File: config.mk
export PLATFORM = sky130hd
export DESIGN_NAME = gics_ram
export DESIGN_NICKNAME = d
export VERILOG_FILES = /design/src/rtl/core/gics_ram.sv
export SDC_FILE = /design/constraint.sdc
export NUM_CORES = 1
export LEC_CHECK = 0
export ABC_AREA = 1
export ABC_CLOCK_PERIOD_IN_PS = 1200
export BUFFER_PORTS_ARGS = -buffer_cell sky130_fd_sc_hd__buf_4
export CAP_MARGIN = 20
export CORE_ASPECT_RATIO = 1.1
export CORE_MARGIN = 4
export CORE_UTILIZATION = 55
export DETAILED_ROUTE_END_ITERATION = 12
export PLACE_DENSITY = 0.73
export SKIP_CTS_REPAIR_TIMING = 1
export SLEW_MARGIN = 25
export SYNTH_ARGS = -nofsm -noshare
export SYNTH_HDL_FRONTEND = slang
export SYNTH_SLANG_ARGS = --single-unit
File: constraint.sdc
create_clock -name clk -period 1.2 [get_ports clk]
set_input_delay 0.12 -clock clk [delete_from_list [all_inputs] [get_ports clk]]
set_output_delay 0.12 -clock clk [all_outputs]
set_load 0.005 [all_outputs]
File: src/rtl/core/gics_ram.sv
// Generic simple dual-port RAM: one write port, one read port, registered read.
// No dependencies.
`default_nettype none

module gics_ram #(
	parameter int WIDTH = 8,
	parameter int DEPTH = 16
) (
	input  wire logic                     clk,
	input  wire logic                     wr_en,
	input  wire logic [$clog2(DEPTH)-1:0] wr_addr,
	input  wire logic [WIDTH-1:0]         wr_data,
	input  wire logic                     rd_en,
	input  wire logic [$clog2(DEPTH)-1:0] rd_addr,
	output logic      [WIDTH-1:0]         rd_data
);

	logic [WIDTH-1:0] mem_q [DEPTH];

	always_ff @(posedge clk) begin
		if (wr_en) begin
			mem_q[wr_addr] <= wr_data;
		end
		if (rd_en) begin
			rd_data <= mem_q[rd_addr];
		end
	end

endmodule

`default_nettype wire

==> summary.md <==
| Metric | Value |
|---|---|
| Status | `completed` |
| Antenna fix cells | `0` |
| Post-Synth Simple-Gate Area | `20.8%` |
| Fin area | `6930 sq um` |
| Total GRT Usage | `22.8%` |
| CTS tree | `built` |
| First-pass GRT wire length | `20600 um` |
| Crit-path max FO | `1` |
| Sw Ratio | `20.8%` |
| Drt pass-1 iters | `5` |
| Post-Synth XOR/XNOR Area | `0%` |
| Worst-margin pin slew | `0.329 ns` |
| Synth cell types | `11` |
| DRT Wirelength | `13100 um` |
| GPL Wtd Cong | `0.894` |
| Compound-cell area share of the yosys netlist | `0%` |
| Clock Path Buffers | `2` |
| Die X | `106 um` |
| Final clock skew | `0.00539 ns` |
| Cells after synthesis | `551` |
| Sequential share of the synthesized area | `69.8%` |
| Clk sink count | `136` |
| Non-Filler Instances | `755` |
| IO Pins | `27` |
| Min-delay worst type | `in2reg` |
| Max cap viols | `0` |
| DR vias/cell | `5.24` |
| DRC | `0` |
| CTS clk-pin slew, worst paths | `0.06 ns` |
| Final Hold Vio Count | `0` |
| Layout Nets | `618` |
| Final Critical Period | `1.13 ns` |
| Synthesized cell area | `5850 sq um` |
| Largest net degree at the start of global routing | `53` |
| Maximum VDD drop | `0.000981 V` |
| Detailed-route via count | `3954` |
| Sequential share of power | `48.4%` |
| Total core area | `10400 sq um` |
| Post-Syn Nets | `570` |
| PwrDens | `1610 nW/um^2` |
| F_max | `0.887 GHz` |
| Mean area per synthesized cell | `10.6 sq um` |
| H-tree level count | `4` |
| Startpoint Class | `register` |
| Final HPWL DP | `8140 um` |
| CP Capture Type | `register` |
| Final worst slack | `0.0726 ns` |
| P&R area growth vs syn | `18.6%` |
| Yosys reg bits | `136` |
| Post-DP Area | `6330 sq um` |
| Yosys warns | `0` |
| Final Cycle Share | `93.9%` |
| Mux cell area share after synthesis | `0%` |
| Starting Density | `56.3%` |
| WP data required | `1.36 ns` |
| Initial antenna violation count | `0` |
| FP Rows | `39` |
| Setup WS pre-CTS | `-0.0918 ns` |
| Slew HR | `78.1%` |
| Post-Synth Adder-Cell Area | `0%` |
| RSZ-0062 raised after global routing | `no` |
| Iteration-0 DRC Markers | `358` |
| Final Setup Violations | `0` |
| Vias in the first global route | `3779` |
| Clock power frac | `45.2%` |
| Gr ovfl total | `0` |
| Average wire per standard cell | `17.3 um` |
| P_int | `8.83 mW` |
| CP Data Arrival Time | `1.29 ns` |
| Placed cells | `723` |
| Num CTS Buffers | `17` |
| Setup CP Type | `reg2reg` |
| Leakage | `3.01 nW` |
| ANT nets after route | `0` |
| Net switching power | `2.31 mW` |
| Latest clock arrival within the worst-skew pair | `0.41 ns` |
| Clock root cell | `clkbuf_16` |
| Largest family of logic cells by synthesized area | `simple AND/OR/NAND/NOR gates` |
| Slew Viols, Final | `0` |
| Layout cells sized above 1 | `13.9%` |
| IO buf count | `26` |
| Die area | `12300 sq um` |
| Die H | `116 um` |
| Combinational share of power | `6.5%` |
[placed cells by master (no fill, tap or decap)]
cell type and instances:
nand2_1 173, edfxtp_1 136, inv_1 100, nand3_1 91, buf_4 47, nor2_1 17
clkbuf_16 17, nand3_2 6, buf_12 6, clkinv_1 5, clkinv_2 3, clkbuf_1 3
bufinv_16 3, inv_2 2, nand3b_1 2, clkinv_4 1
[critical path: stages (launching register included)]
cell      delay, ns
edfxtp_1       0.37
inv_1          0.07
nand2_1        0.05
nand3_1        0.10
nand3_1        0.14
nand3_2        0.10
nand2_1        0.06
[kinds of logic (layout without fill, tap and decap cells)]
kind of cell | Yosys count | in the layout
buf+inv | 126 | 187
flops | 136 | 136
simple gates | 289 | 289
[Yosys cell counts (all sizes together)]
master	instances	area share, %
nand2	173	11
edfxtp	136	70
inv	102	6.5
nand3	97	8.3
buf	24	2.8
nor2	17	1.1
nand3b	2	0.26
[sequential cells by signal (all words and copies together), names as in the netlist]
signal	cells
mem_q	128
rd_data	8
[worst paths after layout]
path / slack [ns] / to / depth (start not counted) / start
worst max-delay path: 0.07 / rd_data[3]$_DFFE_PP_ / 6 / mem_q[1][3]$_DFFE_PP_
worst min register to register: 0.75 / rd_data[6]$_DFFE_PP_ / 6 / mem_q[10][6]$_DFFE_PP_
worst min-delay path: 0.004 / rd_data[1]$_DFFE_PP_ / 1 / rd_en
worst max register to register: 0.07 / rd_data[3]$_DFFE_PP_ / 6 / mem_q[1][3]$_DFFE_PP_
[power by group through the flow]
stage | registers, mW | clock network [mW] | logic, mW
2_1_floorplan | 5.48 | 0 | 0.375
3_3_place_gp | 5.48 | 0 | 0.688
3_5_place_dp | 5.48 | 0 | 0.699
4_1_cts | 5.39 | 5.06 | 0.709
5_1_grt | 5.39 | 5.29 | 0.788
6_report | 5.39 | 5.03 | 0.719
[area by class of cell]
class / count / area (sq um)
Clock buffer: 20 / 437
Clock inverter: 12 / 133
Fill cell: 735 / 3460
Inverter: 102 / 383
Multi-Input combinational cell: 289 / 1240
Sequential cell: 136 / 4080
Tap cell: 143 / 179
Timing Repair Buffer: 53 / 473
[through the flow]
| step | utilization, % | hold WS [ns] | TNS (ns) | power, mW |
|---|---|---|---|---|
| after floorplan | - | 0.219 | 0 | 5.85 |
| after global placement | 60.9 | 0.437 | -0.255 | 6.17 |
| after detailed placement | 60.9 | 0.423 | -0.422 | 6.18 |
| after CTS | 66.4 | -0.00734 | 0 | 11.2 |
| after global routing | 66.7 | 0.00135 | 0 | 11.5 |
| final | 66.7 | 0.00366 | 0 | 11.1 |
[layer usage]
metal  vias to the layer above  routed length, um  GRT usage, %
li1                       1877                  -             -
met1                      1852               5360          30.4
met2                       207               6350          36.1
met3                        18               1100          5.91
met4                         0                292          9.41
met5                         -                  0             0
(Power assumes the default switching activity.)
