<file path="src/rtl/core/gics_cmd_fifo.sv">
// Short command queue between the front and back parts.
// No dependencies.
`default_nettype none

module gics_cmd_fifo #(
	parameter int WIDTH = 8,
	parameter int DEPTH = 2
) (
	input  wire logic             clk,
	input  wire logic             arst_n,
	input  wire logic             wr_en,
	input  wire logic [WIDTH-1:0] wr_data,
	output logic                  full,
	input  wire logic             rd_en,
	output logic      [WIDTH-1:0] rd_data,
	output logic                  empty
);

	localparam int PW    = (DEPTH > 1) ? $clog2(DEPTH) : 1;
	localparam int CNT_W = $clog2(DEPTH + 1);

	logic [WIDTH-1:0] mem_q [DEPTH];
	logic [PW-1:0]    wr_ptr_q;
	logic [PW-1:0]    rd_ptr_q;
	logic [CNT_W-1:0] count_q;
	logic             do_wr;
	logic             do_rd;

	assign full    = (count_q == CNT_W'(DEPTH));
	assign empty   = (count_q == '0);
	assign do_wr   = wr_en && !full;
	assign do_rd   = rd_en && !empty;
	assign rd_data = mem_q[rd_ptr_q];

	always_ff @(posedge clk) begin
		if (do_wr) begin
			mem_q[wr_ptr_q] <= wr_data;
		end
	end

	always_ff @(posedge clk or negedge arst_n) begin
		if (!arst_n) begin
			wr_ptr_q <= '0;
			rd_ptr_q <= '0;
			count_q  <= '0;
		end else begin
			if (do_wr) begin
				wr_ptr_q <= (wr_ptr_q == PW'(DEPTH - 1)) ? '0 : wr_ptr_q + 1'b1;
			end
			if (do_rd) begin
				rd_ptr_q <= (rd_ptr_q == PW'(DEPTH - 1)) ? '0 : rd_ptr_q + 1'b1;
			end
			if (do_wr && !do_rd) begin
				count_q <= count_q + 1'b1;
			end else if (do_rd && !do_wr) begin
				count_q <= count_q - 1'b1;
			end
		end
	end

endmodule

`default_nettype wire

</file>
<file path="config.mk">
export PLATFORM = sky130hd
export DESIGN_NAME = gics_cmd_fifo
export DESIGN_NICKNAME = d
export VERILOG_FILES = /design/src/rtl/core/gics_cmd_fifo.sv
export SDC_FILE = /design/constraint.sdc
export NUM_CORES = 1
export LEC_CHECK = 0
export BUFFER_PORTS_ARGS = -buffer_cell sky130_fd_sc_hd__buf_4
export CAP_MARGIN = 10
export CORE_AREA = 2 2 41 43
export CTS_BUF_LIST = sky130_fd_sc_hd__clkbuf_4 sky130_fd_sc_hd__clkbuf_8
export DETAILED_ROUTE_END_ITERATION = 16
export DIE_AREA = 0 0 43 45
export PLACE_DENSITY = 0.81
export RECOVER_POWER = 25
export SETUP_SLACK_MARGIN = 0.5
export SLEW_MARGIN = 20
export SYNTH_ARGS = -nofsm -noshare
export SYNTH_HDL_FRONTEND = slang
export SYNTH_SLANG_ARGS = --single-unit
</file>
<file path="constraint.sdc">
create_clock -name clk -period 2.4 [get_ports clk]
set_input_delay 0.24 -clock clk [delete_from_list [all_inputs] [get_ports clk]]
set_output_delay 0.24 -clock clk [all_outputs]
set_load 0.01 [all_outputs]
</file>
==> metrics <==
outcome=completed; GR Util All Layers=between 10% and 20%; largest net degree at the start of global routing=12; Clock Latency Late Sink=0.28 ns; area grow syn2layout=27.2%; initial antenna violation count=0; IO buf count=21; Critical Path Start Type=register; Ports=22; critical path depth=2; syn nets=57; global-route wire length before repair=1.97 mm; post-DP HPWL=895 µm; Clock Tree Root=clkbuf_4; clk sinks=20; family with the most delay on the worst path=flip-flops; crit path cell chain=mux2_2 -> buf_4; Crit Path Class=reg -> out; Worst EP required=2.16 ns; Mapped Cells=44; Fin. Hold Viols=0; CP Capture Type=output port; Distinct cells, synth=15; Lkg Pwr=0.413 nW; critical path endpoint=rd_data[7]; total CTS buffers=3; Crit-path slowest cell=dfrtp_1; CTS max path bufs=2; clock slew at reported path FFs=around 0.090 ns; Post-synth top flop=edfxtp_1; Routed Antenna Nets=0; Setup WS post-layout=~0.77 ns; Worst Hold Class=in -> reg; FF-to-FF path depth=3; CTS tree=yes; post-cts gate resize count=0; die footprint=1940 µm²; via count=429; sequential share of the synthesized area=74.2%; Core Region=roughly 1500 µm²; htree depth=1; YS warnings=0; worst reg2reg startpoint=count_q[0]$_DFFE_PN0P_; n_diodes=0; DP Area=955 µm²; Synth Cell Area=782 µm²; Max Cap Viol=0; synthesized area per cell=~18 µm²; drt pass-1 iters=3; RSZ-0062 raised after global routing=false; dpl ws=0.804 ns; drc violations=0; Yosys reg bits=20; max-slew violation count=0; drt wl/cell=13.9 µm; Worst Path Buf+Inv=1; DRT Wirelength=1.18 mm; Pwr Density=1130 nW/µm²; Rel. slew slack=about 56%; vias per cell=around 5.0; Async S/R FF share, synth=20.0%; Max Clock Freq=612 MHz; Die Y=45 µm; row cnt=14; Synth area leader=edfxtp_1; Die Wd=about 43 µm; Max VDD drop=0.000619 V; DRT iter0 DRCs=5; worst stage delay on the critical path=0.59 ns; critical path peak fanout=9; TNS Setup=0 ns; Worst EP arrival=1.39 ns; Worst R2R End=mem_q[0][5]$_DFFE_PP_; nets@finish=83; Setup violations, final=0; Tmin final=1.63 ns; Least-Margin Pin Slew=0.654 ns; crit path launch=rd_ptr_q$_DFFE_PN0P_; Post-synth EDFFs=16; GP Congestion=0.696; Layout Skew=0.00641 ns; Yosys top cell area share=roughly three fifths; vias in the first global route=470; share of cells above drive strength 1=42.0%; Starting Density=53.1%; total power=0.00113 W; Final Instance Area=between 900 and 1000 µm²; most common cell in the netlist=edfxtp_1; R2R Setup Slk=0.82 ns; GRT overflow=0; most frequent cells after synthesis=edfxtp_1 (16), mux2_1 (6), dfrtp_1 (4); synth top area cells=edfxtp_1 (61%), dfrtp_1 (13%), mux2_1 (8.6%); period utilization=68.0%
-- kinds of logic after synthesis --
logic type	after synthesis	synth area share, %
flops	20	74.2
mux	8	11.5
simple gates	6	3.84
xor+xnor	5	6.56
buf+inv	3	1.60
compound gates	1	0.639
fa+ha+maj	1	1.60
-- metrics by stage --
| step | hold slack, ns | util, % | cells |
|---|---|---|---|
| 2_1_floorplan | -0.0556 | - | 44 |
| 3_3_place_gp | 0.0392 | 64.9 | 80 |
| 3_5_place_dp | 0.0417 | 64.9 | 80 |
| 4_1_cts | 0.127 | 67.6 | 85 |
| 5_1_grt | 0.128 | 67.6 | 85 |
| 6_report | 0.147 | 67.6 | 85 |
-- final cells by class --
class / instances / area, µm²
Fill cell: 111 / 477
Clock buffer: 4 / 30.0
Multi-Input combinational cell: 21 / 189
Timing Repair Buffer: 22 / 168
Inverter: 2 / 7.51
Sequential cell: 20 / 581
Tap cell: 16 / 20.0
-- per-layer routing --
metal	part of all wire, %	vias up	track usage, %
li1	-	208	-
met1	39	209	15.3
met3	6.4	0	4.40
met5	0	-	0
met2	55	12	27.0
met4	0	0	3.64
-- worst reg2reg max path: stages (launching register included) --
cell and delay (ns):
dfrtp_1 0.44, nand2b_1 0.18, nand2_2 0.10, nor2_1 0.51
-- cells in the final DEF, fill, tap and decap left out, types with 2 or more instances in the layout --
cell / n
xnor2_1: 2
edfxtp_1: 16
nor2_1: 3
clkbuf_4: 10
xor2_1: 2
mux2_2: 2
buf_4: 15
mux2_1: 6
inv_1: 2
dfrtp_1: 4
-- registers in the layout, indices dropped and copies added (netlist names) --
register and flops:
mem_q 16, rd_ptr_q 1, wr_ptr_q 1, count_q 2
-- how the worst min path moves through the flow --
stage | cells after the start | slack (ns) | startpoint | to
detailed placement | 1 | 0.04 | arst_n | wr_ptr_q$_DFFE_PN0N_
finish | 1 | 0.15 | wr_data[1] | mem_q[1][1]$_DFFE_PP_
global placement | 1 | 0.04 | arst_n | count_q[0]$_DFFE_PN0P_
floorplan | 0 | -0.06 | arst_n | count_q[0]$_DFFE_PN0P_
global route | 1 | 0.13 | wr_data[1] | mem_q[0][1]$_DFFE_PP_
CTS | 1 | 0.13 | wr_data[4] | mem_q[0][4]$_DFFE_PP_
-- power by group --
| part | leakage [nW] | internal (W) | switching (W) |
|---|---|---|---|
| Clock | 0.0184 | 0.0000757 | 0.0000870 |
| Sequential | 0.195 | 0.000485 | 0.0000742 |
| Combinational | 0.199 | 0.000224 | 0.000180 |
| Total | 0.413 | 0.000785 | 0.000341 |
-- repair_timing --
| item | CTS | global route |
|---|---|---|
| endpoints found under the setup margin | 0 | 0 |
| setup buffers | 0 | 0 |
| hold buffers | 1 | 0 |
| endpoints found under the hold margin | 4 | 0 |
Power figures use the tool's default switching activity.
