[config.mk]
export PLATFORM = sky130hd
export DESIGN_NAME = gics_front
export DESIGN_NICKNAME = d
export VERILOG_FILES = /design/src/rtl/core/gics_pkg.sv /design/src/rtl/core/gics_front.sv
export SDC_FILE = /design/constraint.sdc
export NUM_CORES = 1
export LEC_CHECK = 0
export CORE_MARGIN = 4
export CORE_UTILIZATION = 60
export DETAILED_ROUTE_END_ITERATION = 12
export DONT_BUFFER_PORTS = 1
export PLACE_DENSITY = 0.79
export SYNTH_ARGS = -nofsm -noshare
export SYNTH_HDL_FRONTEND = slang
export SYNTH_SLANG_ARGS = --single-unit
export TNS_END_PERCENT = 20
[constraint.sdc]
create_clock -name clk -period 5.9 [get_ports clk]
set_input_delay 0.295 -clock clk [delete_from_list [all_inputs] [get_ports clk]]
set_output_delay 0.295 -clock clk [all_outputs]
set_load 0.05 [all_outputs]
[src/rtl/core/gics_pkg.sv]
// Shared types and constants for the contour sum block.
// Holds the queue word formats, the front-to-back command and the register map.
// No dependencies.
`default_nettype none

package gics_pkg;

	// default sizing
	localparam int MAX_WIDTH_DEF  = 512;
	localparam int MAX_HEIGHT_DEF = 512;
	localparam int CHANNELS_DEF   = 3;

	// fixed field widths
	localparam int IN_CHANNELS = 3;
	localparam int PIX_W       = 8;
	localparam int COORD_W     = 9;
	localparam int DX_W        = COORD_W + 1;
	localparam int CFG_W       = 10;
	localparam int SUM_W       = 48;

	// command address room for the largest supported image (4096 x 4096)
	localparam int DIM_LIMIT  = 4096;
	localparam int CMD_ADDR_W = 2 * $clog2(DIM_LIMIT);

	localparam int CMD_FIFO_DEPTH = 2;

	// register map
	localparam int APB_ADDR_W  = 3;
	localparam int APB_DATA_W  = 32;
	localparam int REG_IDX_LSB = 2;
	localparam logic REG_IDX_WIDTH  = 1'b0;
	localparam logic REG_IDX_HEIGHT = 1'b1;
	localparam logic [CFG_W-1:0] CFG_DIM_RESET = CFG_W'(512);

	typedef enum logic {
		OP_LOAD  = 1'b0,
		OP_POINT = 1'b1
	} cmd_kind_t;

	typedef struct packed {
		logic               opcode;
		logic [PIX_W-1:0]   chan0;
		logic [PIX_W-1:0]   chan1;
		logic [PIX_W-1:0]   chan2;
		logic [COORD_W-1:0] point_x;
		logic [COORD_W-1:0] point_y;
		logic               last;
	} in_word_t;

	typedef struct packed {
		logic signed [SUM_W-1:0] sum0;
		logic signed [SUM_W-1:0] sum1;
		logic signed [SUM_W-1:0] sum2;
		logic                    saturated;
	} out_word_t;

	// classified word handed from front to back
	typedef struct packed {
		cmd_kind_t                           kind;
		logic                                first_pt;
		logic                                last_pt;
		logic                                in_image;
		logic                                row_start;
		logic                                top_row;
		logic [CMD_ADDR_W-1:0]               addr;
		logic signed [DX_W-1:0]              dx;
		logic signed [DX_W-1:0]              dy;
		logic [IN_CHANNELS-1:0][PIX_W-1:0]   pix;
	} cmd_t;

endpackage

`default_nettype wire

[src/rtl/core/gics_front.sv]
// Front part: accepts input words, tracks the load raster position and the
// contour chain, and issues classified commands. Depends on gics_pkg.
`default_nettype none

module gics_front #(
	parameter int MAX_WIDTH  = gics_pkg::MAX_WIDTH_DEF,
	parameter int MAX_HEIGHT = gics_pkg::MAX_HEIGHT_DEF
) (
	input  wire logic                            clk,
	input  wire logic                            arst_n,
	input  wire logic                            push,
	output logic                                 full,
	input  wire gics_pkg::in_word_t              item,
	input  wire logic [gics_pkg::CFG_W-1:0]      image_width,
	input  wire logic [gics_pkg::CFG_W-1:0]      image_height,
	input  wire logic                            q_full,
	output logic                                 q_push,
	output gics_pkg::cmd_t                       q_cmd
);

	localparam int CW  = $clog2(MAX_WIDTH);
	localparam int RW  = $clog2(MAX_HEIGHT);
	localparam int CX  = CW + 1;
	localparam int RX  = RW + 1;
	localparam int AWC = gics_pkg::CMD_ADDR_W;

	logic [CW-1:0]                col_q;
	logic [RW-1:0]                row_q;
	logic [gics_pkg::COORD_W-1:0] prev_x_q;
	logic [gics_pkg::COORD_W-1:0] prev_y_q;
	logic                         open_q;

	logic [CX-1:0] w_cl;
	logic [RX-1:0] h_cl;
	logic [CX-1:0] c0, cn, col_nx;
	logic [RX-1:0] r0, r1, rn, row_nx;
	logic          accept;
	logic          is_point;

	assign full     = q_full;
	assign accept   = push && !q_full;
	assign is_point = (item.opcode == gics_pkg::OP_POINT);
	assign q_push   = accept;

	// clamp the image size to 1..MAX
	always_comb begin
		if (image_width == '0) begin
			w_cl = CX'(1);
		end else if (32'(image_width) > 32'(MAX_WIDTH)) begin
			w_cl = CX'(MAX_WIDTH);
		end else begin
			w_cl = CX'(image_width);
		end
		if (image_height == '0) begin
			h_cl = RX'(1);
		end else if (32'(image_height) > 32'(MAX_HEIGHT)) begin
			h_cl = RX'(MAX_HEIGHT);
		end else begin
			h_cl = RX'(image_height);
		end
	end

	// load position: wrap a stale position first, then advance past this pixel
	always_comb begin
		if (CX'(col_q) < w_cl) begin
			c0 = CX'(col_q);
			r1 = RX'(row_q);
		end else begin
			c0 = '0;
			r1 = RX'(row_q) + 1'b1;
		end
		r0 = (r1 >= h_cl) ? '0 : r1;
		cn = c0 + 1'b1;
		rn = r0 + 1'b1;
		if (cn >= w_cl) begin
			col_nx = '0;
			row_nx = (rn >= h_cl) ? '0 : rn;
		end else begin
			col_nx = cn;
			row_nx = r0;
		end
	end

	always_comb begin
		q_cmd           = '0;
		q_cmd.pix       = {item.chan2, item.chan1, item.chan0};
		q_cmd.last_pt   = item.last;
		if (is_point) begin
			q_cmd.kind     = gics_pkg::OP_POINT;
			q_cmd.first_pt = !open_q;
			q_cmd.in_image = (item.point_y != '0)
				&& (32'(item.point_x) < 32'(w_cl))
				&& (32'(item.point_y) <= 32'(h_cl));
			q_cmd.addr     = AWC'({RW'(item.point_y - 1'b1), CW'(item.point_x)});
			q_cmd.dx       = $signed({1'b0, item.point_x}) - $signed({1'b0, prev_x_q});
			q_cmd.dy       = $signed({1'b0, item.point_y}) - $signed({1'b0, prev_y_q});
		end else begin
			q_cmd.kind      = gics_pkg::OP_LOAD;
			q_cmd.row_start = (c0 == '0);
			q_cmd.top_row   = (r0 == '0);
			q_cmd.addr      = AWC'({r0[RW-1:0], c0[CW-1:0]});
		end
	end

	always_ff @(posedge clk or negedge arst_n) begin
		if (!arst_n) begin
			col_q    <= '0;
			row_q    <= '0;
			prev_x_q <= '0;
			prev_y_q <= '0;
			open_q   <= 1'b0;
		end else if (accept) begin
			if (is_point) begin
				prev_x_q <= item.point_x;
				prev_y_q <= item.point_y;
				open_q   <= !item.last;
			end else begin
				col_q <= col_nx[CW-1:0];
				row_q <= row_nx[RW-1:0];
			end
		end
	end

endmodule

`default_nettype wire

==> results.toml, run 1 <==
[floorplan]
die_h_um = 100.1
pin_count = 144
die_w_um = 100.1
fp-row-count = 33
die_area_um2 = 10020
core_um2 = 8217
start_util_pct = 61.93

[final_layout]
layout.cells.non_filler = 779
diodes = 0
fin_nets = 823
final_area_um2 = 5482
num-fill-cells = 724
drive_gt1_share_pct = 13.65
fin_util_pct = 66.71
area_delta_synth_final_pct = 7.721

[min_path]
hold_class = "input port to flip-flop"
hold_path_end = "open_q$_DFFE_PN0P_"
hold_depth = 1
min_from = "item[0]"

[clock_tree]
cts_buffers = 5
cts_buffer_depth = 2
cts-root-buf = "clkbuf_8"
cts_tree = "done"
clkTransAtPathRegs_ps = 80
clkLatencyLatePin_ps = 300
cts.sinks = 37
cts.htree.levels = 2

[worst_setup_path]
critPathCaptureType = "flip-flop"
critPathLaunchType = "flip-flop"
r2r_start = "col_q[6]$_DFFE_PN0P_"
r2r_end = "row_q[7]$_DFFE_PN0P_"
path_max_fanout = 12
crit_required_ps = 6080
rrSetupSlack_ps = 250
crit_type = "flip-flop to flip-flop"
reg2reg_depth = 29
crit_top_cell = "ha_1"
crit_arrival_ps = 5830
cpPeakStageDelay_ps = 470
cp_slowest_cell = "dfrtp_2"

[job]
maxCapViolCount = 0

[routing]
drc = 0
first_iter_violations = 373
routed_via_density = 6.323
ant_nets = 0
vias = 4926
drt_first_pass_iters = 5
routedWlPerCell_um = 19.06
drt_wl_total_um = 14850

[sta]
period_needed_ps = 5649
rsz0062_at_grt = "yes"
finalSetupViolations = 0
fin_ws_ps = 250.6
max_slew_margin_pct = 20.12
hold_violations = 0
tns_ps = 0
hold_ws_ps = 106.9
finClkSkew_ps = 9.306
fmax_ghz = 0.1770
fin_crit_sh_pct = 95.75
slew_viol_final = 0
max_slew.worst_pin.slew_ps = 1196

[pwr]
vdd_drop_max_v = 0.0001740
p_sw_mw = 1.146
p_per_area_nw_per_um2 = 385.3
p_sw_share_pct = 54.28
seqPwrFrac_pct = 18.5
finalPower_mw = 2.112
power_frac_comb_pct = 72.5
p_leak_nw = 2.593
intPower_mw = 0.9657
clkPwrFrac_pct = 9.0

[synth]
synth_edf_count = 0
synth_flop_cell = "dfrtp_1"
yosys.cell_types.count = 61
syn_area_per_cell_um2 = 7.618
ys_top_cells_by_count = "nand2_1, ha_1, inv_1"
synth_cells = 668
synth.top_cell.area_share_pct = 19.42
synth_largest_area_cell = "ha_1"
synth_area_um2 = 5089
yosys_warnings = 0
synth-async-reset-ratio_pct = 100.0
ys_top_cells_by_area = "ha_1, dfrtp_1, nand2_1"
synth-seq-area-share_pct = 18.20
synth.most_common_cell = "nand2_1"
synth_seq_cells = 37

[place]
io_buffers = 0
dp_hpwl_um = 11760
dp.cells = 766
place_area_um2 = 5244
place_congestion = 0.9733
place_ws_ps = -21.69

[global_route]
grt_overflow = 0
antenna_found_initial = 0
grt_pass1_wl_um = 23740
grt_pass1_vias = 4792
track_usage_pct = 29.54
grt_max_degree = 39

[run_status]
status = "finished, final reports clean"
timing repair:
item | CTS | global route
hold buffers | 2 | 0
endpoints found under the hold margin | 37 | 0
pin swaps | 1 | 3
resized for setup | 0 | 19
setup endpoints to repair | 1 | 9
setup buffers | 1 | 3
sequential cells by signal, indices dropped and copies added, names as in the netlist:
name / cells
prev_x_q: 9
col_q: 9
prev_y_q: 9
row_q: 9
open_q: 1
worst max-delay path by stage:
stage,cells after the start,startpoint,slack (ps),end
final,29,col_q[6]$_DFFE_PN0P_,250,row_q[7]$_DFFE_PN0P_
after detailed placement,30,image_width[9],-20,row_q[3]$_DFFE_PN0P_
after CTS,28,col_q[8]$_DFFE_PN0P_,40,row_q[3]$_DFFE_PN0P_
after global routing,29,col_q[6]$_DFFE_PN0P_,-80,row_q[7]$_DFFE_PN0P_
after global placement,30,image_width[9],180,row_q[8]$_DFFE_PN0P_
after floorplan,30,image_width[9],10,row_q[8]$_DFFE_PN0P_
metal layers:
layer / share of wire (%) / track usage, % / up-vias / routed length (um)
met2: 47 / 49.05 / 248 / 6939
met1: 42 / 39.85 / 2295 / 6259
met5: 0 / 0 / - / 0
li1: - / - / 2337 / -
met4: 2.4 / 9.845 / 0 / 357
met3: 8.7 / 3.822 / 46 / 1289
layout by cell type (no fill, tap or decap), types with 4 or more instances in the layout:
master | synthesis | routed
nor3_1 | 13 | 10
ha_1 | 79 | 78
o21ai_1 | 2 | 17
xnor2_1 | 21 | 20
nor4_1 | 6 | 5
o21a_1 | 6 | 6
nand3_1 | 31 | 31
xor2_1 | 10 | 10
nor2_1 | 51 | 50
a21oi_1 | 36 | 35
and3_1 | 11 | 11
mux2i_1 | 4 | 4
mux2_2 | 15 | 15
nand4_1 | 7 | 7
buf_4 | 33 | 43
or3_1 | 6 | 6
a31oi_1 | 6 | 6
a211oi_1 | 7 | 7
nand2_1 | 97 | 97
conb_1 | 1 | 6
a21o_1 | 9 | 9
and2_1 | 6 | 6
dfrtp_1 | 37 | 35
o21ai_0 | 45 | 29
nand2b_1 | 5 | 5
clkbuf_8 | 0 | 6
inv_1 | 52 | 52
nor2b_1 | 4 | 4
layout make-up:
cell class              count  area [um2]  area share [%]
clock buffers               6       82.58           1.507
clock inverters             1       7.507          0.1370
inverters                  54       202.7           3.698
multi-input cells         531        3776           68.89
flip-flops and latches     37       928.4           16.94
well taps                 105       131.4           2.397
repair buffers             45       352.8           6.437
critical path: cells and delay by family, from the launching register on:
kind            cells  cell delay (ps)
mux                 1              100
simple gates        8              940
xor+xnor            2              300
flops               1              470
buf+inv             5              750
fa+ha+maj           4              990
compound gates      9             1990
kinds of logic (layout without fill, tap and decap cells):
group,after synthesis,after routing,share of synthesized area [%]
muxes,19,19,4.106
buffers and inverters,105,106,10.20
xor gates and xnor gates,32,32,5.655
DFF,37,37,18.20
AOI/OAI and AO/OA,144,144,18.20
other,1,6,0.07369
adders and majority gates,81,81,20.21
and+or+nand+nor,249,249,23.36
power groups by stage:
| stage | registers (mW) | logic, mW | clock network [mW] |
|---|---|---|---|
| 4_1_cts | 0.386 | 1.48 | 0.194 |
| 3_3_place_gp | 0.388 | 1.42 | 0 |
| 6_report | 0.390 | 1.53 | 0.191 |
| 2_1_floorplan | 0.370 | 1.13 | 0 |
| 5_1_grt | 0.399 | 1.67 | 0.203 |
| 3_5_place_dp | 0.389 | 1.46 | 0 |
Note: power is estimated with default switching activity, not from simulation.
==> run 2, diff against run 1 <==
--- a/config.mk
+++ b/config.mk
@@ -10,6 +10,7 @@
 export DETAILED_ROUTE_END_ITERATION = 12
 export DONT_BUFFER_PORTS = 1
 export PLACE_DENSITY = 0.79
+export SETUP_SLACK_MARGIN = 0.4
 export SYNTH_ARGS = -nofsm -noshare
 export SYNTH_HDL_FRONTEND = slang
 export SYNTH_SLANG_ARGS = --single-unit
==> results.toml, run 2 (synthesis gave the netlist of run 1 again) <==
[run_status]
status = "finished, final reports clean"

[sta]
finalSetupViolations = 0
hold_violations = 0
hold_ws_ps = 107.5
slew_viol_final = 0
max_slew_margin_pct = 29.11
fin_crit_sh_pct = 93.19
fmax_ghz = 0.1819
rsz0062_at_grt = "no"
fin_ws_ps = 402.0
finClkSkew_ps = 7.515
max_slew.worst_pin.slew_ps = 1056
period_needed_ps = 5498

[routing]
ant_nets = 0
drc = 0
vias = 5100
drt_wl_total_um = 15570
routedWlPerCell_um = 19.71
first_iter_violations = 502
routed_via_density = 6.456
drt_first_pass_iters = 6

[clock_tree]
cts_buffer_depth = 2
clkLatencyLatePin_ps = 300
cts.sinks = 37
cts_buffers = 5
cts-root-buf = "clkbuf_8"
clkTransAtPathRegs_ps = 90
cts.htree.levels = 2
cts_tree = "done"

[global_route]
antenna_found_initial = 0
grt_overflow = 0
grt_pass1_vias = 4775
grt_pass1_wl_um = 23810
groute.layer.met2.usage_pct = 50.85
busiest_layer = "met2"
use_met3_pct = 6.741
grt_use_met1_pct = 37.41
track_usage_pct = 29.48
grt_max_degree = 39

[worst_setup_path]
crit_type = "flip-flop to flip-flop"
critPathCaptureType = "flip-flop"
crit_required_ps = 6100
rrSetupSlack_ps = 400
critPathCapture = "row_q[6]$_DFFE_PN0P_"
reg2reg_depth = 25
r2r_end = "row_q[6]$_DFFE_PN0P_"
crit_arrival_ps = 5700
path_max_fanout = 9
r2r_start = "col_q[8]$_DFFE_PN0P_"
crit_path_start = "col_q[8]$_DFFE_PN0P_"
critPathLaunchType = "flip-flop"

[place]
place_ws_ps = -2.819
dp_hpwl_um = 11770
place_area_um2 = 5259
place_congestion = 0.9386
io_buffers = 0

[pwr]
p_leak_nw = 2.697
p_sw_mw = 1.248
seqPwrFrac_pct = 17.3
power_frac_comb_pct = 74.4
p_sw_share_pct = 54.79
intPower_mw = 1.030
p_per_area_nw_per_um2 = 393.7
clkPwrFrac_pct = 8.3
vdd_drop_max_v = 0.0001955

[final_layout]
fin_util_pct = 70.44
area_delta_synth_final_pct = 13.74
drive_gt1_share_pct = 20.29
final_area_um2 = 5788
mostFrequentLayoutCells = "nand2_1, ha_1, buf_4"
num-fill-cells = 614
final_common_cell = "nand2_1"
fin_nets = 833
diodes = 0

[floorplan]
start_util_pct = 61.93
die_w_um = 100.1
pin_count = 144
core_um2 = 8217
die_h_um = 100.1
die_area_um2 = 10020
fp-row-count = 33

[job]
maxCapViolCount = 0

[min_path]
min_from = "item[0]"
hold_class = "input port to flip-flop"
[run 2: changes by cell type in the layout (fill, tap and decap cells not counted), moves of 3 or more]
cell	before	now
nand3_1	31	28
ha_2	0	4
a21oi_1	35	32
inv_2	0	5
buf_4	43	51
nand3_2	0	3
o21ai_2	1	5
a21oi_2	1	4
inv_1	52	47
ha_1	78	72
o21ai_1	17	14
[run 2: worst max-delay path: stages, from the launching register on]
cell	delay, ps
dfrtp_1	450
ha_4	280
a2111oi_4	350
nor4_4	50
buf_4	170
and2_4	180
o211ai_1	190
buf_4	170
xnor2_2	150
inv_2	90
ha_1	220
a21oi_2	150
o21ai_2	80
buf_4	150
a21o_4	230
a221oi_4	270
buf_4	180
nand3_1	80
xor2_1	170
ha_2	200
or3_4	350
a221oi_4	290
o21a_1	240
nand2b_4	110
or3_1	330
a32oi_1	230
[run 2: worst min path at each step]
stage | end | slack [ps] | depth (start not counted)
floorplan | col_q[0]$_DFFE_PN0P_ | -0.6 | 0
global placement | prev_y_q[0]$_DFFE_PN0P_ | 0.3 | 0
detailed placement | prev_y_q[0]$_DFFE_PN0P_ | 0.08 | 0
CTS | open_q$_DFFE_PN0P_ | 110 | 1
global route | open_q$_DFFE_PN0P_ | 130 | 1
finish | open_q$_DFFE_PN0P_ | 110 | 1
[run 2: metrics by stage]
stage | setup TNS [ps] | instances | total power, mW
after floorplan | 0 | 673 | 1.519
after global placement | 0 | 761 | 1.787
after detailed placement | -2.819 | 761 | 1.831
after CTS | 0 | 774 | 2.064
after global routing | 0 | 790 | 2.436
final | 0 | 790 | 2.279
[run 2: timing repair]
action / in CTS / in global routing
gates cloned: 0 / 1
setup endpoints to repair: 8 / 9
pin swaps: 3 / 26
setup buffers: 3 / 15
gates resized for setup: 11 / 48
hold buffers: 2 / 0
endpoints found under the hold margin: 37 / 0
[run 2: power by group through the flow]
stage | logic, mW | clock network, mW | registers, mW
6_report | 1.69 | 0.190 | 0.394
5_1_grt | 1.83 | 0.202 | 0.404
4_1_cts | 1.48 | 0.193 | 0.387
3_5_place_dp | 1.44 | 0 | 0.391
3_3_place_gp | 1.40 | 0 | 0.389
2_1_floorplan | 1.15 | 0 | 0.371
[run 2: metal layers]
metal	wire, um	up-vias
met5	0	-
met4	427	0
met3	1636	75
met2	7427	320
met1	6080	2340
li1	-	2365
[run 2: cell type report]
| cell class | count | area, um2 | area share (%) |
|---|---|---|---|
| clock buffers | 5 | 68.82 | 1.189 |
| clock inverters | 3 | 21.27 | 0.3675 |
| inverters | 54 | 203.9 | 3.524 |
| multi-input cells | 531 | 4001 | 69.13 |
| flip-flops and latches | 37 | 925.9 | 16.00 |
| well taps | 105 | 131.4 | 2.270 |
| repair buffers | 55 | 435.4 | 7.523 |
