<file path="src/rtl/core/gics_pkg.sv">
// Shared types and constants for the contour sum block.
// Holds the queue word formats, the front-to-back command and the register map.
// No dependencies.
`default_nettype none

package gics_pkg;

	// default sizing
	localparam int MAX_WIDTH_DEF  = 512;
	localparam int MAX_HEIGHT_DEF = 512;
	localparam int CHANNELS_DEF   = 3;

	// fixed field widths
	localparam int IN_CHANNELS = 3;
	localparam int PIX_W       = 8;
	localparam int COORD_W     = 9;
	localparam int DX_W        = COORD_W + 1;
	localparam int CFG_W       = 10;
	localparam int SUM_W       = 48;

	// command address room for the largest supported image (4096 x 4096)
	localparam int DIM_LIMIT  = 4096;
	localparam int CMD_ADDR_W = 2 * $clog2(DIM_LIMIT);

	localparam int CMD_FIFO_DEPTH = 2;

	// register map
	localparam int APB_ADDR_W  = 3;
	localparam int APB_DATA_W  = 32;
	localparam int REG_IDX_LSB = 2;
	localparam logic REG_IDX_WIDTH  = 1'b0;
	localparam logic REG_IDX_HEIGHT = 1'b1;
	localparam logic [CFG_W-1:0] CFG_DIM_RESET = CFG_W'(512);

	typedef enum logic {
		OP_LOAD  = 1'b0,
		OP_POINT = 1'b1
	} cmd_kind_t;

	typedef struct packed {
		logic               opcode;
		logic [PIX_W-1:0]   chan0;
		logic [PIX_W-1:0]   chan1;
		logic [PIX_W-1:0]   chan2;
		logic [COORD_W-1:0] point_x;
		logic [COORD_W-1:0] point_y;
		logic               last;
	} in_word_t;

	typedef struct packed {
		logic signed [SUM_W-1:0] sum0;
		logic signed [SUM_W-1:0] sum1;
		logic signed [SUM_W-1:0] sum2;
		logic                    saturated;
	} out_word_t;

	// classified word handed from front to back
	typedef struct packed {
		cmd_kind_t                           kind;
		logic                                first_pt;
		logic                                last_pt;
		logic                                in_image;
		logic                                row_start;
		logic                                top_row;
		logic [CMD_ADDR_W-1:0]               addr;
		logic signed [DX_W-1:0]              dx;
		logic signed [DX_W-1:0]              dy;
		logic [IN_CHANNELS-1:0][PIX_W-1:0]   pix;
	} cmd_t;

endpackage

`default_nettype wire

</file>
<file path="src/rtl/core/gics_back.sv">
// Back part: runs each command against the map RAM, builds the maps on loads,
// accumulates contour sums on points and holds the result word. Depends on gics_pkg.
`default_nettype none

module gics_back #(
	parameter int MAX_WIDTH  = gics_pkg::MAX_WIDTH_DEF,
	parameter int MAX_HEIGHT = gics_pkg::MAX_HEIGHT_DEF,
	parameter int CHANNELS   = gics_pkg::CHANNELS_DEF,
	parameter int AW         = $clog2(MAX_WIDTH) + $clog2(MAX_HEIGHT),
	parameter int MAP_W      = 18
) (
	input  wire logic                              clk,
	input  wire logic                              arst_n,
	input  wire logic                              q_empty,
	output logic                                   q_pop,
	input  wire gics_pkg::cmd_t                    cmd,
	output logic                                   ram_rd_en,
	output logic [AW-1:0]                          ram_rd_addr,
	input  wire logic [2*CHANNELS*MAP_W-1:0]       ram_rd_data,
	output logic                                   ram_wr_en,
	output logic [AW-1:0]                          ram_wr_addr,
	output logic [2*CHANNELS*MAP_W-1:0]            ram_wr_data,
	output logic                                   empty,
	input  wire logic                              pop,
	output gics_pkg::out_word_t                    result
);

	localparam int SUM_W     = gics_pkg::SUM_W;
	localparam int PROD_W    = MAP_W + gics_pkg::DX_W;
	localparam int PSUM_W    = PROD_W + 1;
	localparam int ACC_X_W   = SUM_W + 2;
	localparam int N_OUT     = gics_pkg::IN_CHANNELS;
	localparam logic signed [SUM_W-1:0] ACC_MAX = {1'b0, {(SUM_W - 1){1'b1}}};
	localparam logic signed [SUM_W-1:0] ACC_MIN = {1'b1, {(SUM_W - 1){1'b0}}};
	localparam logic signed [ACC_X_W-1:0] ACC_MAX_X = ACC_X_W'(ACC_MAX);
	localparam logic signed [ACC_X_W-1:0] ACC_MIN_X = ACC_X_W'(ACC_MIN);
	// address distance between one map row and the next
	localparam logic [AW-1:0] ROW_STEP = AW'(1) << $clog2(MAX_WIDTH);

	typedef enum logic [2:0] {
		ST_IDLE,
		ST_DATA,
		ST_SUM,
		ST_ACC,
		ST_FIN
	} state_t;

	state_t                    state_q;
	gics_pkg::cmd_t            cmd_q;
	logic                      out_valid_q;
	gics_pkg::out_word_t       result_q;
	logic                      sat_q;
	logic signed [MAP_W-1:0]   rsum_q    [CHANNELS];
	logic signed [SUM_W-1:0]   acc_q     [CHANNELS];
	logic signed [PROD_W-1:0]  prod_p_s1 [CHANNELS];
	logic signed [PROD_W-1:0]  prod_q_s1 [CHANNELS];
	logic signed [PSUM_W-1:0]  psum_s2   [CHANNELS];

	logic [CHANNELS-1:0][MAP_W-1:0] rd_p, rd_q, wr_p, wr_q;
	logic [gics_pkg::PIX_W-1:0]     pix_c    [CHANNELS];
	logic signed [MAP_W-1:0]        pix_w    [CHANNELS];
	logic signed [MAP_W-1:0]        p_above  [CHANNELS];
	logic signed [MAP_W-1:0]        q_base   [CHANNELS];
	logic signed [MAP_W-1:0]        pv       [CHANNELS];
	logic signed [MAP_W-1:0]        qv       [CHANNELS];
	logic signed [PROD_W-1:0]       prod_p   [CHANNELS];
	logic signed [PROD_W-1:0]       prod_q   [CHANNELS];
	logic signed [ACC_X_W-1:0]      acc_sum  [CHANNELS];
	logic signed [SUM_W-1:0]        acc_nx   [CHANNELS];
	logic [CHANNELS-1:0]            ovf;
	logic signed [SUM_W-1:0]        emit_sum [N_OUT];
	logic                           use_map;
	logic                           is_load;
	logic                           emit;

	assign {rd_p, rd_q}  = ram_rd_data;
	assign ram_wr_data   = {wr_p, wr_q};

	assign q_pop       = (state_q == ST_IDLE) && !q_empty;
	assign ram_rd_en   = q_pop;
	// a load reads the entry one row above its own; a point reads its own address
	assign ram_rd_addr = (cmd.kind == gics_pkg::OP_LOAD) ? cmd.addr[AW-1:0] - ROW_STEP
		: cmd.addr[AW-1:0];
	assign is_load     = (cmd_q.kind == gics_pkg::OP_LOAD);
	assign ram_wr_en   = (state_q == ST_DATA) && is_load;
	assign ram_wr_addr = cmd_q.addr[AW-1:0];
	assign use_map     = cmd_q.in_image && !cmd_q.first_pt;
	assign emit        = (state_q == ST_FIN) && cmd_q.last_pt && (!out_valid_q || pop);
	assign empty       = !out_valid_q;
	assign result      = result_q;

	// channels past the input fields load as zero
	for (genvar g = 0; g < CHANNELS; g++) begin : g_pix
		if (g < N_OUT) begin : g_in
			assign pix_c[g] = cmd_q.pix[g];
		end else begin : g_zero
			assign pix_c[g] = '0;
		end
	end

	// channels past CHANNELS report zero
	for (genvar g = 0; g < N_OUT; g++) begin : g_emit
		if (g < CHANNELS) begin : g_live
			assign emit_sum[g] = acc_q[g];
		end else begin : g_zero
			assign emit_sum[g] = '0;
		end
	end

	always_comb begin
		for (int c = 0; c < CHANNELS; c++) begin
			pix_w[c]   = $signed(MAP_W'(pix_c[c]));
			p_above[c] = cmd_q.top_row ? '0 : $signed(rd_p[c]);
			q_base[c]  = cmd_q.row_start ? '0 : rsum_q[c];
			wr_p[c]    = p_above[c] - pix_w[c];
			wr_q[c]    = q_base[c] + pix_w[c];
			pv[c]      = use_map ? $signed(rd_p[c]) : '0;
			qv[c]      = use_map ? $signed(rd_q[c]) : '0;
			prod_p[c]  = cmd_q.dx * pv[c];
			prod_q[c]  = cmd_q.dy * qv[c];
			acc_sum[c] = ACC_X_W'(acc_q[c]) + ACC_X_W'(psum_s2[c]);
			ovf[c]     = 1'b0;
			if (acc_sum[c] > ACC_MAX_X) begin
				acc_nx[c] = ACC_MAX;
				ovf[c]    = 1'b1;
			end else if (acc_sum[c] < ACC_MIN_X) begin
				acc_nx[c] = ACC_MIN;
				ovf[c]    = 1'b1;
			end else begin
				acc_nx[c] = acc_sum[c][SUM_W-1:0];
			end
		end
	end

	// datapath registers, no reset
	always_ff @(posedge clk) begin
		if (q_pop) begin
			cmd_q <= cmd;
		end
		if (state_q == ST_DATA) begin
			for (int c = 0; c < CHANNELS; c++) begin
				prod_p_s1[c] <= prod_p[c];
				prod_q_s1[c] <= prod_q[c];
			end
		end
		if (state_q == ST_SUM) begin
			for (int c = 0; c < CHANNELS; c++) begin
				psum_s2[c] <= PSUM_W'(prod_p_s1[c]) + PSUM_W'(prod_q_s1[c]);
			end
		end
	end

	always_ff @(posedge clk or negedge arst_n) begin
		if (!arst_n) begin
			state_q     <= ST_IDLE;
			out_valid_q <= 1'b0;
			result_q    <= '0;
			sat_q       <= 1'b0;
			for (int c = 0; c < CHANNELS; c++) begin
				rsum_q[c] <= '0;
				acc_q[c]  <= '0;
			end
		end else begin
			if (emit) begin
				out_valid_q <= 1'b1;
			end else if (pop && out_valid_q) begin
				out_valid_q <= 1'b0;
			end
			case (state_q)
				ST_IDLE: begin
					if (!q_empty) begin
						state_q <= ST_DATA;
					end
				end
				ST_DATA: begin
					if (is_load) begin
						for (int c = 0; c < CHANNELS; c++) begin
							rsum_q[c] <= wr_q[c];
						end
						state_q <= ST_IDLE;
					end else begin
						state_q <= ST_SUM;
					end
				end
				ST_SUM: begin
					state_q <= ST_ACC;
				end
				ST_ACC: begin
					for (int c = 0; c < CHANNELS; c++) begin
						acc_q[c] <= acc_nx[c];
					end
					if (|ovf) begin
						sat_q <= 1'b1;
					end
					state_q <= ST_FIN;
				end
				ST_FIN: begin
					if (!cmd_q.last_pt) begin
						state_q <= ST_IDLE;
					end else if (emit) begin
						result_q.sum0      <= emit_sum[0];
						result_q.sum1      <= emit_sum[1];
						result_q.sum2      <= emit_sum[2];
						result_q.saturated <= sat_q;
						sat_q              <= 1'b0;
						for (int c = 0; c < CHANNELS; c++) begin
							acc_q[c] <= '0;
						end
						state_q <= ST_IDLE;
					end
				end
				default: begin
					state_q <= ST_IDLE;
				end
			endcase
		end
	end

	a_result_from_last: assert property (@(posedge clk) disable iff (!arst_n)
		$rose(out_valid_q) |-> $past(state_q == ST_FIN && cmd_q.last_pt))
		else $error("result word appeared without a closing contour point");

	a_emit_clears: assert property (@(posedge clk) disable iff (!arst_n)
		emit |=> (!sat_q && acc_q[0] == '0))
		else $error("accumulators not cleared after a contour closed");

	a_hold_on_full: assert property (@(posedge clk) disable iff (!arst_n)
		(state_q == ST_FIN && cmd_q.last_pt && out_valid_q && !pop) |=> state_q == ST_FIN)
		else $error("closing point left FIN while the result slot was occupied");

	a_no_rw_clash: assert property (@(posedge clk) disable iff (!arst_n)
		ram_wr_en |-> (!ram_rd_en && $past(ram_rd_en)))
		else $error("map write not paired with the preceding read of its load");

endmodule

`default_nettype wire

</file>
<file path="config.mk">
export PLATFORM = sky130hd
export DESIGN_NAME = gics_back
export DESIGN_NICKNAME = d
export VERILOG_FILES = /design/src/rtl/core/gics_pkg.sv /design/src/rtl/core/gics_back.sv
export SDC_FILE = /design/constraint.sdc
export NUM_CORES = 2
export LEC_CHECK = 0
export BUFFER_PORTS_ARGS = -buffer_cell sky130_fd_sc_hd__buf_4
export CAP_MARGIN = 10
export CORE_MARGIN = 10
export CORE_UTILIZATION = 45
export DETAILED_ROUTE_END_ITERATION = 10
export PLACE_DENSITY = 0.67
export SYNTH_ARGS = -nofsm -noshare
export SYNTH_HDL_FRONTEND = slang
export SYNTH_SLANG_ARGS = --single-unit
</file>
<file path="constraint.sdc">
create_clock -name clk -period 18.6 [get_ports clk]
set_input_delay 3.72 -clock clk [delete_from_list [all_inputs] [get_ports clk]]
set_output_delay 3.72 -clock clk [all_outputs]
set_load 0.1 [all_outputs]
</file>
==> flow_summary_export.csv <==
group,metric,value,unit
floorplan,die_y,435,um
setup_path,worst_ep_required_time,14.88,ns
flow_run,max_cap_viol_count,0,
grt,grtUsageMet1,0.292,
setup_path,worst-r2r-setup-slack,9.24,ns
cts,holdBufCountCts,0,
synth,ys_async_sr_fraction,0.519,
floorplan,die_width,435,um
final_layout,area_growth,10.5,%
setup_path,reg2reg_depth,26,
setup_path,timing.critical_path.to_type,"primary output",
worst_hold_path,min_path_cells,2,
grt,grt.met2_usage,0.359,
synth,synth_edf_count,323,
setup_path,critPathMaxStageDelay,0.51,ns
sta,hold_viol_final,0,
worst_hold_path,hold_path_endpoint,"rsum_q[23]",
outcome,outcome,"finished, final reports clean",
sta,grt_setup_unrepaired,"no",
synth,yosysWarningCount,0,
detailed_routing,via_per_inst,5.45,
final_layout,fillers,15900,
detailed_routing,number_of_routed_nets_with_antenna_violations,0,
floorplan,ios,479,
setup_path,crit-reg2reg-capture,"prod_p_s1[0][83]",
setup_path,cp_cell_sequence,"buf_4 > nand2_1 > ha_1 > fa_1 > nor2b_1 > o21ai_0 > nand2b_1 > a21o_1 > a21o_1 > a21oi_1 > nor2b_1 > nor2_1 > nor2_1 > a211oi_1 > buf_4",
synth,ys_ff_latch,671,
grt,grt_pass1_wl,339000,um
sta,tightestPinTransition,1.28,ns
detailed_routing,dr.first_iter.drc_count,4430,
detailed_routing,drcViolationCount,0,
cts,htreeDepth,3,
synth,synth_ff_type,"sky130_fd_sc_hd__dfrtp_1",
sta,timing.clock.skew,0.0594,ns
synth,postSynthCellCount,8140,
grt,grt_usage,0.224,
detailed_routing,drtPass1Iterations,6,
synth,synth-seq-area-share,0.237,
sta,slew_viol_final,0,
cts,root_buffer_selected_by_cts,"sky130_fd_sc_hd__clkbuf_16",
grt,maximum_number_of_pins_on_one_net_before_global_route_repair,175,
setup_path,timing.critical_path.slowest_stage_cell,"sky130_fd_sc_hd__nor2b_1",
setup_path,critical_path_peak_fanout,11,
detailed_routing,drt_wl_total,213000,um
sta,setup_viols_final,0,
sta,final.min_clock_period,10.64,ns
cts,cts_max_path_buffers,3,
floorplan,fp.dieArea,0.189,mm2
cts,cts_inserted_buffers,86,
final_layout,post_route_cells_drive_above_1_share,0.109,
grt,first_global_vias,59700,
place,detailed_place_hpwl,166000,um
cts,clk-insertion-delay-late,0.74,ns
final_layout,post-route-cell-area,0.0858,mm2
floorplan,placementRows,152,
place,global_placer_s_final_weighted_congestion,0.926,
place,dpl-instance-area,0.0826,mm2
setup_path,critical_path.reg2reg.startpoint,"cmd_q[72]",
grt,globalRouteOverflowTotal,0,
sta,setup-tns-final,0,ns
place,place.detailed.instances,10500,
detailed_routing,avgRoutedWirePerCell,19.9,um
grt,use_met3,0.0402,
place,place.port_buffers,472,
cts,clk_transition_reported_paths,0.06,ns
cts,post_cts_resize_count,0,
floorplan,floorplan.initialDensity,0.452,
setup_path,critical_path_startpoint_category,"input pin",
final_layout,fin_util,0.500,
sta,post-route-period-util,0.572,
synth,syn_area_per_cell,9.53,um2
floorplan,fp.coreArea,0.172,mm2
detailed_routing,dr_vias,58400,
grt,antenna_found_initial,29,
final_layout,layoutNonFillerInstCount,10700,
worst_hold_path,hold_class,"reg -> reg",
setup_path,cp.arrival,6.92,ns
grt,globalRoute.busiestLayer,"met2",
synth,synthesis.area,0.0776,mm2
sta,worst_slew_margin_rel,0.127,
synth,syn_nets,9935,
cts,clock-sinks,671,
synth,number_of_unique_standard_cell_types_used_by_synthesis,101,
worst_hold_path,timing.hold.worst.start,"rsum_q[23]",
setup_path,timing.setup.critical_path_class,"in -> out",
sta,max_frequency,93.9,MHz
cts,postCtsSetupRepairBufs,0,
final_layout,layout.nets,10100,
cts,cts_tree,"built",
-- cells by family (layout without fill, tap and decap cells) --
kind of cell | after synthesis | count (layout) | share of synthesized area
and+or+nand+nor | 2203 | 2203 | 0.137
buffers and inverters | 1777 | 2027 | 0.0889
adders and majority gates | 1609 | 1609 | 0.351
AOI/OAI and AO/OA | 1251 | 1251 | 0.110
DFF | 671 | 671 | 0.237
xor gates and xnor gates | 454 | 454 | 0.0512
muxes | 175 | 175 | 0.0252
other | 0 | 21 | 0
-- state kept, by name, indices dropped and copies added, names as in the netlist --
register,count
state_q,3
prod_p_s1,84
rsum_q,54
cmd_q,50
out_valid_q,1
prod_q_s1,84
result,145
sat_q,1
psum_s2,87
acc_q,144
ram_wr_addr,18
-- routing by layer --
metal | up-vias | part of all wire
li1 | 27000 | -
met1 | 29100 | 0.42
met2 | 1881 | 0.46
met3 | 379 | 0.068
met4 | 10 | 0.053
met5 | - | 0.00030
-- worst max-delay path: cells and delay by family --
family                   cells  cell delay [ns]
AND/OR/NAND/NOR              6             1.46
adder cells (fa/ha/maj)      2             0.67
AO/OA/AOI/OAI                5             0.58
buffers and inverters        2             0.48
-- stage by stage --
| step | hold slack [ns] | worst slack [ns] |
|---|---|---|
| after detailed placement | 0.456 | 8.01 |
| after global placement | 0.449 | 7.99 |
| final | 0.470 | 7.96 |
| after floorplan | 0.438 | 0.0492 |
| after CTS | 0.472 | 7.99 |
| after global routing | 0.493 | 7.79 |
-- synthesized netlist by cell type, types with 41 or more instances --
cell type | n | share of area
sky130_fd_sc_hd__inv_1 | 1341 | 0.065
sky130_fd_sc_hd__fa_1 | 942 | 0.24
sky130_fd_sc_hd__nand2_1 | 849 | 0.041
sky130_fd_sc_hd__ha_1 | 667 | 0.11
sky130_fd_sc_hd__and3_1 | 421 | 0.034
sky130_fd_sc_hd__clkbuf_1 | 362 | 0.018
sky130_fd_sc_hd__dfrtp_1 | 348 | 0.11
sky130_fd_sc_hd__nor2_1 | 345 | 0.017
sky130_fd_sc_hd__edfxtp_1 | 323 | 0.12
sky130_fd_sc_hd__a21oi_1 | 316 | 0.020
sky130_fd_sc_hd__xnor2_1 | 303 | 0.034
sky130_fd_sc_hd__a21o_1 | 207 | 0.020
sky130_fd_sc_hd__mux2_2 | 154 | 0.022
sky130_fd_sc_hd__xor2_1 | 151 | 0.017
sky130_fd_sc_hd__o21ai_0 | 128 | 0.0083
sky130_fd_sc_hd__o21ai_1 | 112 | 0.0072
sky130_fd_sc_hd__and2_1 | 106 | 0.0085
sky130_fd_sc_hd__nand3_1 | 101 | 0.0065
sky130_fd_sc_hd__nor2b_1 | 99 | 0.0080
sky130_fd_sc_hd__a221o_1 | 98 | 0.013
sky130_fd_sc_hd__nor3_1 | 83 | 0.0054
sky130_fd_sc_hd__o21bai_1 | 63 | 0.0061
sky130_fd_sc_hd__nand2b_1 | 57 | 0.0046
sky130_fd_sc_hd__o21a_1 | 44 | 0.0043
sky130_fd_sc_hd__a21oi_2 | 41 | 0.0046
-- cell usage in the layout (no fill, tap or decap), types with 82 or more instances in the layout --
master,instances
sky130_fd_sc_hd__nor3_1,82
sky130_fd_sc_hd__and3_1,420
sky130_fd_sc_hd__o21ai_1,112
sky130_fd_sc_hd__nor2b_1,98
sky130_fd_sc_hd__o21ai_0,128
sky130_fd_sc_hd__and2_1,105
sky130_fd_sc_hd__fa_1,942
sky130_fd_sc_hd__ha_1,667
sky130_fd_sc_hd__edfxtp_1,323
sky130_fd_sc_hd__a21oi_1,316
sky130_fd_sc_hd__xnor2_1,303
sky130_fd_sc_hd__nand3_1,101
sky130_fd_sc_hd__xor2_1,151
sky130_fd_sc_hd__buf_4,517
sky130_fd_sc_hd__inv_1,1341
sky130_fd_sc_hd__a21o_1,207
sky130_fd_sc_hd__mux2_2,154
sky130_fd_sc_hd__a221o_1,98
sky130_fd_sc_hd__dfrtp_1,348
sky130_fd_sc_hd__nor2_1,345
sky130_fd_sc_hd__nand2_1,849
sky130_fd_sc_hd__clkbuf_16,89
-- worst max-delay path by stage --
| stage | end | depth (start not counted) | from |
|---|---|---|---|
| floorplan | ram_wr_en | 6 | state_q[2] |
| global placement | ram_wr_data[100] | 14 | ram_rd_data[90] |
| detailed placement | ram_wr_data[100] | 14 | ram_rd_data[90] |
| CTS | ram_wr_data[88] | 15 | ram_rd_data[72] |
| global route | ram_wr_data[102] | 15 | ram_rd_data[90] |
| finish | ram_wr_data[100] | 15 | ram_rd_data[90] |
-- layout make-up --
type / instances / area (um2) / area share
repair buffers: 521 / 3960 / 0.0461
diodes: 21 / 52.6 / 0.000613
flip-flops and latches: 671 / 18400 / 0.215
well taps: 2310 / 2890 / 0.0337
inverters: 1345 / 5050 / 0.0589
clock buffers: 112 / 2420 / 0.0283
clock inverters: 49 / 648 / 0.00756
multi-input cells: 5692 / 52300 / 0.610
Power is left out: the tool's default activity adds up to more than one toggle a clock period on the data nets, which glitch-free logic cannot reach.
